===== config.mk =====
export PLATFORM = sky130hd
export DESIGN_NAME = kxrcf_ctrl
export DESIGN_NICKNAME = d
export VERILOG_FILES = /design/src/rtl/core/kxrcf_pkg.sv /design/src/rtl/core/kxrcf_ctrl.sv
export SDC_FILE = /design/constraint.sdc
export NUM_CORES = 1
export LEC_CHECK = 0
export BUFFER_PORTS_ARGS = -buffer_cell sky130_fd_sc_hd__buf_4
export CAP_MARGIN = 40
export CORE_MARGIN = 2
export CORE_UTILIZATION = 50
export DETAILED_ROUTE_END_ITERATION = 12
export PLACE_DENSITY = 0.74
export SLEW_MARGIN = 25
export SYNTH_ARGS = -nofsm -noshare
export SYNTH_HDL_FRONTEND = slang
export SYNTH_SLANG_ARGS = --single-unit

===== constraint.sdc =====
create_clock -name clk -period 2.6 [get_ports clk]
set_input_delay 0.26 -clock clk [delete_from_list [all_inputs] [get_ports clk]]
set_output_delay 0.26 -clock clk [all_outputs]
set_load 0.05 [all_outputs]

===== src/rtl/core/kxrcf_pkg.sv =====
`default_nettype none
package kxrcf_pkg;

  localparam int DATA_W    = 32;
  localparam int FRAC_BITS = 16;
  localparam int WGT_W     = DATA_W - 1;
  localparam int NRM_W     = 18;
  localparam int ACC_W     = 64;
  localparam int WJ_W      = 2 * WGT_W - FRAC_BITS;
  localparam int PROJ_W    = NRM_W + DATA_W - FRAC_BITS;
  localparam int VN_W      = PROJ_W + 1;
  localparam int DIFF_W    = DATA_W + 1;
  localparam int MUL_AW    = 384;
  localparam int MUL_BW    = 128;
  localparam int MUL_CW    = 8;
  localparam int CFG_IDX_W = 2;
  localparam int FC_W      = 3;

  localparam logic [CFG_IDX_W-1:0] REG_THRESHOLD  = 2'd0;
  localparam logic [CFG_IDX_W-1:0] REG_FACE_COUNT = 2'd1;
  localparam logic [DATA_W-1:0]    THRESHOLD_RST  = 32'h0001_0000;
  localparam logic [FC_W-1:0]      FACE_COUNT_RST = 3'd3;
  localparam logic [FC_W-1:0]      FACE_LIMIT     = 3'd5;

  typedef enum logic [4:0] {
    OP_NONE, OP_LOAD, OP_WJ, OP_VOL, OP_NVX, OP_NVY,
    OP_FLOW_GO, OP_FLOW_ACC, OP_JUMP_GO, OP_JUMP_ACC, OP_FACE_END,
    OP_R1_GO, OP_R2_GO, OP_R3_GO, OP_R4_GO, OP_R5_GO, OP_LHS_GO, OP_EMIT
  } op_t;

  typedef enum logic [4:0] {
    ST_IDLE, ST_WJ, ST_VOL, ST_NVX, ST_NVY,
    ST_FLOW_GO, ST_FLOW_RUN, ST_FLOW_ACC,
    ST_JUMP_GO, ST_JUMP_RUN, ST_JUMP_ACC, ST_FACE_END,
    ST_R1_GO, ST_R1_RUN, ST_R2_GO, ST_R2_RUN, ST_R3_GO, ST_R3_RUN,
    ST_R4_GO, ST_R4_RUN, ST_R5_GO, ST_R5_RUN, ST_LHS_GO, ST_LHS_RUN, ST_CMP
  } state_t;

  typedef struct packed {
    op_t op;
  } dp_cmd_t;

  typedef struct packed {
    logic mode;
    logic face_end;
    logic element_end;
    logic mul_busy;
  } dp_status_t;

  function automatic logic [ACC_W-1:0] sat_add_s(input logic [ACC_W-1:0] a,
                                                input logic [ACC_W+1:0] b);
    logic signed [ACC_W+2:0] s;
    s = signed'({{3{a[ACC_W-1]}}, a}) + signed'({b[ACC_W+1], b});
    if (s > signed'({3'b000, 1'b0, {(ACC_W-1){1'b1}}}))
      return {1'b0, {(ACC_W-1){1'b1}}};
    else if (s < signed'({3'b111, 1'b1, {(ACC_W-1){1'b0}}}))
      return {1'b1, {(ACC_W-1){1'b0}}};
    else
      return s[ACC_W-1:0];
  endfunction

  function automatic logic [ACC_W-1:0] sat_add_u(input logic [ACC_W-1:0] a,
                                                input logic [ACC_W-1:0] b);
    logic [ACC_W:0] s;
    s = {1'b0, a} + {1'b0, b};
    return s[ACC_W] ? {ACC_W{1'b1}} : s[ACC_W-1:0];
  endfunction

endpackage
`default_nettype wire


===== src/rtl/core/kxrcf_ctrl.sv =====
`default_nettype none
module kxrcf_ctrl
  import kxrcf_pkg::*;
(
  input  wire logic       clk,
  input  wire logic       rst_n,
  input  wire logic       in_valid,
  output logic            in_ready,
  output logic            out_valid,
  input  wire logic       out_ready,
  input  wire dp_status_t status,
  output dp_cmd_t         cmd
);

  state_t state_r, state_nxt;
  logic   out_valid_r, out_valid_nxt;
  logic   emit_ok;

  assign emit_ok = !out_valid_r || out_ready;

  always_comb begin
    state_nxt = state_r;
    unique case (state_r)
      ST_IDLE:     if (in_valid) state_nxt = ST_WJ;
      ST_WJ:       state_nxt = status.mode ? ST_NVX : ST_VOL;
      ST_VOL:      state_nxt = status.element_end ? ST_R1_GO : ST_IDLE;
      ST_NVX:      state_nxt = ST_NVY;
      ST_NVY:      state_nxt = ST_FLOW_GO;
      ST_FLOW_GO:  state_nxt = ST_FLOW_RUN;
      ST_FLOW_RUN: if (!status.mul_busy) state_nxt = ST_FLOW_ACC;
      ST_FLOW_ACC: state_nxt = ST_JUMP_GO;
      ST_JUMP_GO:  state_nxt = ST_JUMP_RUN;
      ST_JUMP_RUN: if (!status.mul_busy) state_nxt = ST_JUMP_ACC;
      ST_JUMP_ACC: begin
        if (status.face_end)         state_nxt = ST_FACE_END;
        else if (status.element_end) state_nxt = ST_R1_GO;
        else                         state_nxt = ST_IDLE;
      end
      ST_FACE_END: state_nxt = status.element_end ? ST_R1_GO : ST_IDLE;
      ST_R1_GO:    state_nxt = ST_R1_RUN;
      ST_R1_RUN:   if (!status.mul_busy) state_nxt = ST_R2_GO;
      ST_R2_GO:    state_nxt = ST_R2_RUN;
      ST_R2_RUN:   if (!status.mul_busy) state_nxt = ST_R3_GO;
      ST_R3_GO:    state_nxt = ST_R3_RUN;
      ST_R3_RUN:   if (!status.mul_busy) state_nxt = ST_R4_GO;
      ST_R4_GO:    state_nxt = ST_R4_RUN;
      ST_R4_RUN:   if (!status.mul_busy) state_nxt = ST_R5_GO;
      ST_R5_GO:    state_nxt = ST_R5_RUN;
      ST_R5_RUN:   if (!status.mul_busy) state_nxt = ST_LHS_GO;
      ST_LHS_GO:   state_nxt = ST_LHS_RUN;
      ST_LHS_RUN:  if (!status.mul_busy) state_nxt = ST_CMP;
      ST_CMP:      if (emit_ok) state_nxt = ST_IDLE;
      default:     state_nxt = ST_IDLE;
    endcase
  end

  always_comb begin
    cmd.op        = OP_NONE;
    in_ready      = 1'b0;
    out_valid_nxt = out_valid_r && !out_ready;
    unique case (state_r)
      ST_IDLE: begin
        in_ready = 1'b1;
        if (in_valid) cmd.op = OP_LOAD;
      end
      ST_WJ:       cmd.op = OP_WJ;
      ST_VOL:      cmd.op = OP_VOL;
      ST_NVX:      cmd.op = OP_NVX;
      ST_NVY:      cmd.op = OP_NVY;
      ST_FLOW_GO:  cmd.op = OP_FLOW_GO;
      ST_FLOW_ACC: cmd.op = OP_FLOW_ACC;
      ST_JUMP_GO:  cmd.op = OP_JUMP_GO;
      ST_JUMP_ACC: cmd.op = OP_JUMP_ACC;
      ST_FACE_END: cmd.op = OP_FACE_END;
      ST_R1_GO:    cmd.op = OP_R1_GO;
      ST_R2_GO:    cmd.op = OP_R2_GO;
      ST_R3_GO:    cmd.op = OP_R3_GO;
      ST_R4_GO:    cmd.op = OP_R4_GO;
      ST_R5_GO:    cmd.op = OP_R5_GO;
      ST_LHS_GO:   cmd.op = OP_LHS_GO;
      ST_CMP: begin
        if (emit_ok) begin
          cmd.op        = OP_EMIT;
          out_valid_nxt = 1'b1;
        end
      end
      default: ;
    endcase
  end

  always_ff @(posedge clk) begin
    if (!rst_n) begin
      state_r     <= ST_IDLE;
      out_valid_r <= 1'b0;
    end else begin
      state_r     <= state_nxt;
      out_valid_r <= out_valid_nxt;
    end
  end

  assign out_valid = out_valid_r;

endmodule
`default_nettype wire


== Yosys cells after proc, flatten, opt, wreduce, memory -nomap -nowiden ==
Index checks and enable logic that the tools add are counted.

* Bits in latches: 0
* Bits in writable memories: 0
* Word-level logic and storage cells: 63
* Memories kept: 0
* ROM bits: 0
* Output and inout bits: 7
* Register bits after elaboration: 6

* Magnitude comparators: 0
* Reduce and logical (&&, ||, !) cells: 7
* Div/mod/pow operators: 0
* Shift operators: 0
* Mux-type cells: 20
* Multipliers: 0
* Eq/ne operators: 34
* $add $sub $neg: 0
* Bitwise operators: 0

{| class="wikitable"
|+ Operators with widths
! kind !! number
|-
| $pmux W5 S24 || 1
|-
| $pmux W5 S17 || 1
|-
| $mux W5 || 11
|-
| $eq A5 B5 Y1 const B || 9
|-
| $eq A5 B4 Y1 const B || 8
|-
| $eq A5 B3 Y1 const B || 4
|-
| $ne A2 B2 Y1 const B || 10
|-
| $eq A5 B2 Y1 const B || 2
|-
| $reduce_and A10 Y1 || 1
|-
| $mux W4 || 2
|-
| $eq A5 B1 Y1 const B || 1
|-
| $logic_not A5 Y1 || 1
|-
| $mux W1 || 5
|-
| $logic_not A1 Y1 || 2
|-
| $reduce_or A2 Y1 || 1
|-
| $logic_and A1 B1 Y1 || 1
|-
| $logic_or A1 B1 Y1 || 1
|}

== Depth between registers and ports, before layout ==
* Word-level depth: 4
* Gate-level depth with buffers: 6

== Least setup slack after synthesis ==
No wires, ideal clock.

* Path kind: register to output
* Start: reg state_r[3]
* End: out cmd[4] in the netlist's numbering
* Stages on the path, launching flop included: 6
* Arrival: 2.093 ns
* Path slack: 0.247 ns
* Buffers on the path: 3
* Cell sequence: dfxtp_1 -> buf_2 -> buf_2 -> buf_1 -> a31oi_1 -> nor3_1

{| class="wikitable"
|+ RTL lines
! what !! line !! RTL
|-
| from (decl) || kxrcf_ctrl.sv:15 || <nowiki>state_t state_r, state_nxt;</nowiki>
|-
| from (signal assigned) || kxrcf_ctrl.sv:96 || <nowiki>state_r <= state_nxt;</nowiki>
|-
| to (decl) || kxrcf_ctrl.sv:12 || <nowiki>output dp_cmd_t cmd</nowiki>
|}

==> results.sh <==
export IMPL_rows=13
export IMPL_multiInputGateArea_um2=543
export IMPL_synth_top_family_by_area="compound AO/OA/AOI/OAI gates"
export IMPL_avgSynthCellArea_um2=7.09
export IMPL_endpoint_kind="output port"
export IMPL_pwr_share_seq_pct=22.8
export IMPL_hold_viol_final=0
export IMPL_clock_sinks=6
export IMPL_design_core_area_um2=1350
export IMPL_place_ws_ns=0.578
export IMPL_crit_chain="nor2b_1 -> mux2i_1 -> a211o_1 -> o31ai_1 -> buf_4"
export IMPL_insertion_delay_ns=0.25
export IMPL_post_cts_resized=0
export IMPL_cp_max_fo=19
export IMPL_p_clk_share_pct=8.5
export IMPL_worstPathRequired_ns=2.34
export IMPL_avgViaCountPerCell=6.77
export IMPL_syn_inst=105
export IMPL_drc=0
export IMPL_htreeDepth=1
export IMPL_grt_usage_pct=23.8
export IMPL_ys_types=44
export IMPL_area_growth_pct=13.8
export IMPL_wl_per_cell_um=15.8
export IMPL_max_slew_margin_rel_pct=56.1
export IMPL_hold_path_startpoint="rst_n"
export IMPL_worst_slew_pin_slew_ns=0.658
export IMPL_skew_ns=0.0109
export IMPL_final_fill_count=134
export IMPL_via_count=866
export IMPL_yosys_warnings=0
export IMPL_peakVddDrop_v=0.000878
export IMPL_layout_nets=123
export IMPL_postCtsSetupBuffers=0
export IMPL_setup_tns_ns=0
export IMPL_leakage_nw=0.331
export IMPL_status="completed"
export IMPL_dieArea_um2=1810
export IMPL_drv_slew=0
export IMPL_cp_startpoint="state_r[1]"
export IMPL_grt_overflow=0
export IMPL_grt_max_degree=20
export IMPL_cts_tree="yes"
export IMPL_finalWeightedCongestion=0.866
export IMPL_syn_area_um2=744
export IMPL_synthMuxAreaShare_pct=2.69
export IMPL_die_y_um=42.6
export IMPL_first_pass_iters=4
export IMPL_worst_r2r_path_depth=4
export IMPL_regArea_um2=120
export IMPL_synth_simple_gate_area_share_pct=31.3
export IMPL_hp_class="input port to flip-flop"
export IMPL_cts_max_path_buffers=2
export IMPL_power_density_nw_per_um2=1200
export IMPL_syn_nets=113
export IMPL_holdPathStages=2
export IMPL_initial_utilization_pct=55.1
export IMPL_synth_xor_area_share_pct=0
export IMPL_diodes=0
export IMPL_grt_pass1_vias=758
export IMPL_fmax_mhz=428
export IMPL_slowest_delay_ns=0.71
export IMPL_max_cap_viol_count=0
export IMPL_switchingPower_mw=0.575
export IMPL_synth_seq_cells=6
export IMPL_cp_start_kind="flip-flop"
export IMPL_reg2reg_from="state_r[1]"
export IMPL_fin_crit_ns=2.34
export IMPL_port_buffers=14
export IMPL_pwr_share_comb_pct=68.6
export IMPL_grt_pass1_wl_um=3420
export IMPL_drive_gt1_share_pct=23.0
export IMPL_fin_crit_sh_pct=89.8
export IMPL_cts_buffers=3
export IMPL_setup_violations=0
export IMPL_synth_compound_area_share_pct=39.0
export IMPL_rsz0062_at_grt="no"
export IMPL_swShare_pct=56.4
export IMPL_cts_root_buf="clkbuf_4"
export IMPL_setup_ws_ns=0.265
export IMPL_io_pins=15
export IMPL_synth_seq_area_share_pct=16.1
export IMPL_final_antenna_net_count=0
export IMPL_power_internal_mw=0.444
export IMPL_synth_fa_ha_area_share_pct=0
export IMPL_die_w_um=42.6
export IMPL_grt_antenna_before_repair=0
export IMPL_clkTransAtPathRegs_ns=0.05
export IMPL_drt_wl_total_um=2020
export IMPL_dpl_hpwl_um=1440
export IMPL_cp_slowest_cell="dfxtp_1"
export IMPL_ctsHoldBuffers=0
export IMPL_drt_iter0_markers=29
export IMPL_crit_type="flip-flop to output port"
export IMPL_cp_arrival_ns=2.08
-- routing by layer --
layer | GRT usage, % | vias to the layer above | part of all wire (%) | routed length, um
li1 | - | 413 | - | -
met1 | 31.7 | 406 | 42 | 850
met2 | 40.0 | 41 | 49 | 984
met3 | 6.03 | 6 | 7.1 | 144
met4 | 1.88 | 0 | 2.0 | 40
met5 | 0 | - | 0 | 0
-- kinds of logic after synthesis --
logic type	after synthesis
flops	6
mux	2
compound gates	41
buf+inv	16
simple gates	40
-- power groups by stage --
stage | clock (mW) | combinational [mW] | sequential [mW]
global route | 0.0947 | 0.757 | 0.243
floorplan | 0 | 0.638 | 0.134
finish | 0.0869 | 0.699 | 0.233
CTS | 0.0892 | 0.698 | 0.228
global placement | 0 | 0.681 | 0.227
detailed placement | 0 | 0.696 | 0.230
-- worst paths after layout --
check | to | slack, ns
max | cmd[1] | 0.26
min | out_valid | 0.31
max reg2reg | state_r[4] | 0.62
min reg2reg | out_valid | 0.68
-- cells in the final DEF (no fill, tap or decap), types with 3 or more instances in the layout --
cell type  synthesis  final
o21ai_0            6      6
dfxtp_1            6      6
clkbuf_4           0      3
a21oi_1           10     10
inv_1              4      4
nand2b_1           3      3
nor2_1             7      7
nor2b_1            5      5
nand2_1            8      8
buf_4              0     17
nor3_1             6      6
-- final cells by class --
class / instances / area share [%]
Multi-Input combinational cell: 83 / 64.1
Timing Repair Buffer: 17 / 15.1
Sequential cell: 6 / 14.2
Clock buffer: 3 / 2.66
Tap cell: 15 / 2.22
Inverter: 4 / 1.77
-- Yosys cell counts, drive strengths merged --
cell type	n	area, um2
a31oi	1	6.26
nand2b	4	32.5
a21o	1	7.51
buf	9	55.1
nor4bb	1	16.3
o311ai	1	8.76
a21oi	10	50.1
nor2	7	26.3
o32ai	1	8.76
a22oi	1	7.51
clkbuf	3	11.3
o21ai	8	40.0
a41o	1	10.0
or3	2	17.5
mux2i	2	20.0
a211oi	2	15.0
nand2	8	30.0
or4b	1	10.0
or4	1	7.51
o221ai	1	8.76
and2	1	6.26
a311oi	3	32.5
a2bb2oi	2	23.8
a32o	1	10.0
o31ai	2	15.0
nor2b	5	31.3
inv	4	15.0
nor3	6	30.0
nand3	2	10.0
o22ai	2	12.5
a31o	1	8.76
a211o	1	8.76
or3b	1	8.76
nand4	1	6.26
o21bai	1	7.51
dfxtp	6	120
o2111ai	1	8.76
-- metrics by stage --
step | instance area (um2) | utilization (%) | power (mW) | std cells | hold slack, ns
5_1_grt | 847 | 62.7 | 1.10 | 128 | 0.309
6_report | 847 | 62.7 | 1.02 | 128 | 0.315
4_1_cts | 847 | 62.7 | 1.02 | 128 | 0.302
3_5_place_dp | 825 | 61.1 | 0.927 | 125 | 0.552
3_3_place_gp | 825 | 61.1 | 0.908 | 125 | 0.552
2_1_floorplan | 744 | - | 0.772 | 105 | 0.474
-- critical path: cells and delay by family, from the launching register on --
kind	cells	cell delay [ns]
flip-flops	1	0.71
AO/OA/AOI/OAI	2	0.38
buffers and inverters	1	0.23
AND/OR/NAND/NOR	1	0.35
multiplexers	1	0.14
-- sequential cells by signal, summed over array words and instances (netlist names) --
| name | cells |
|---|---|
| state_r | 5 |
| out_valid | 1 |
Power figures use the tool's default switching activity.
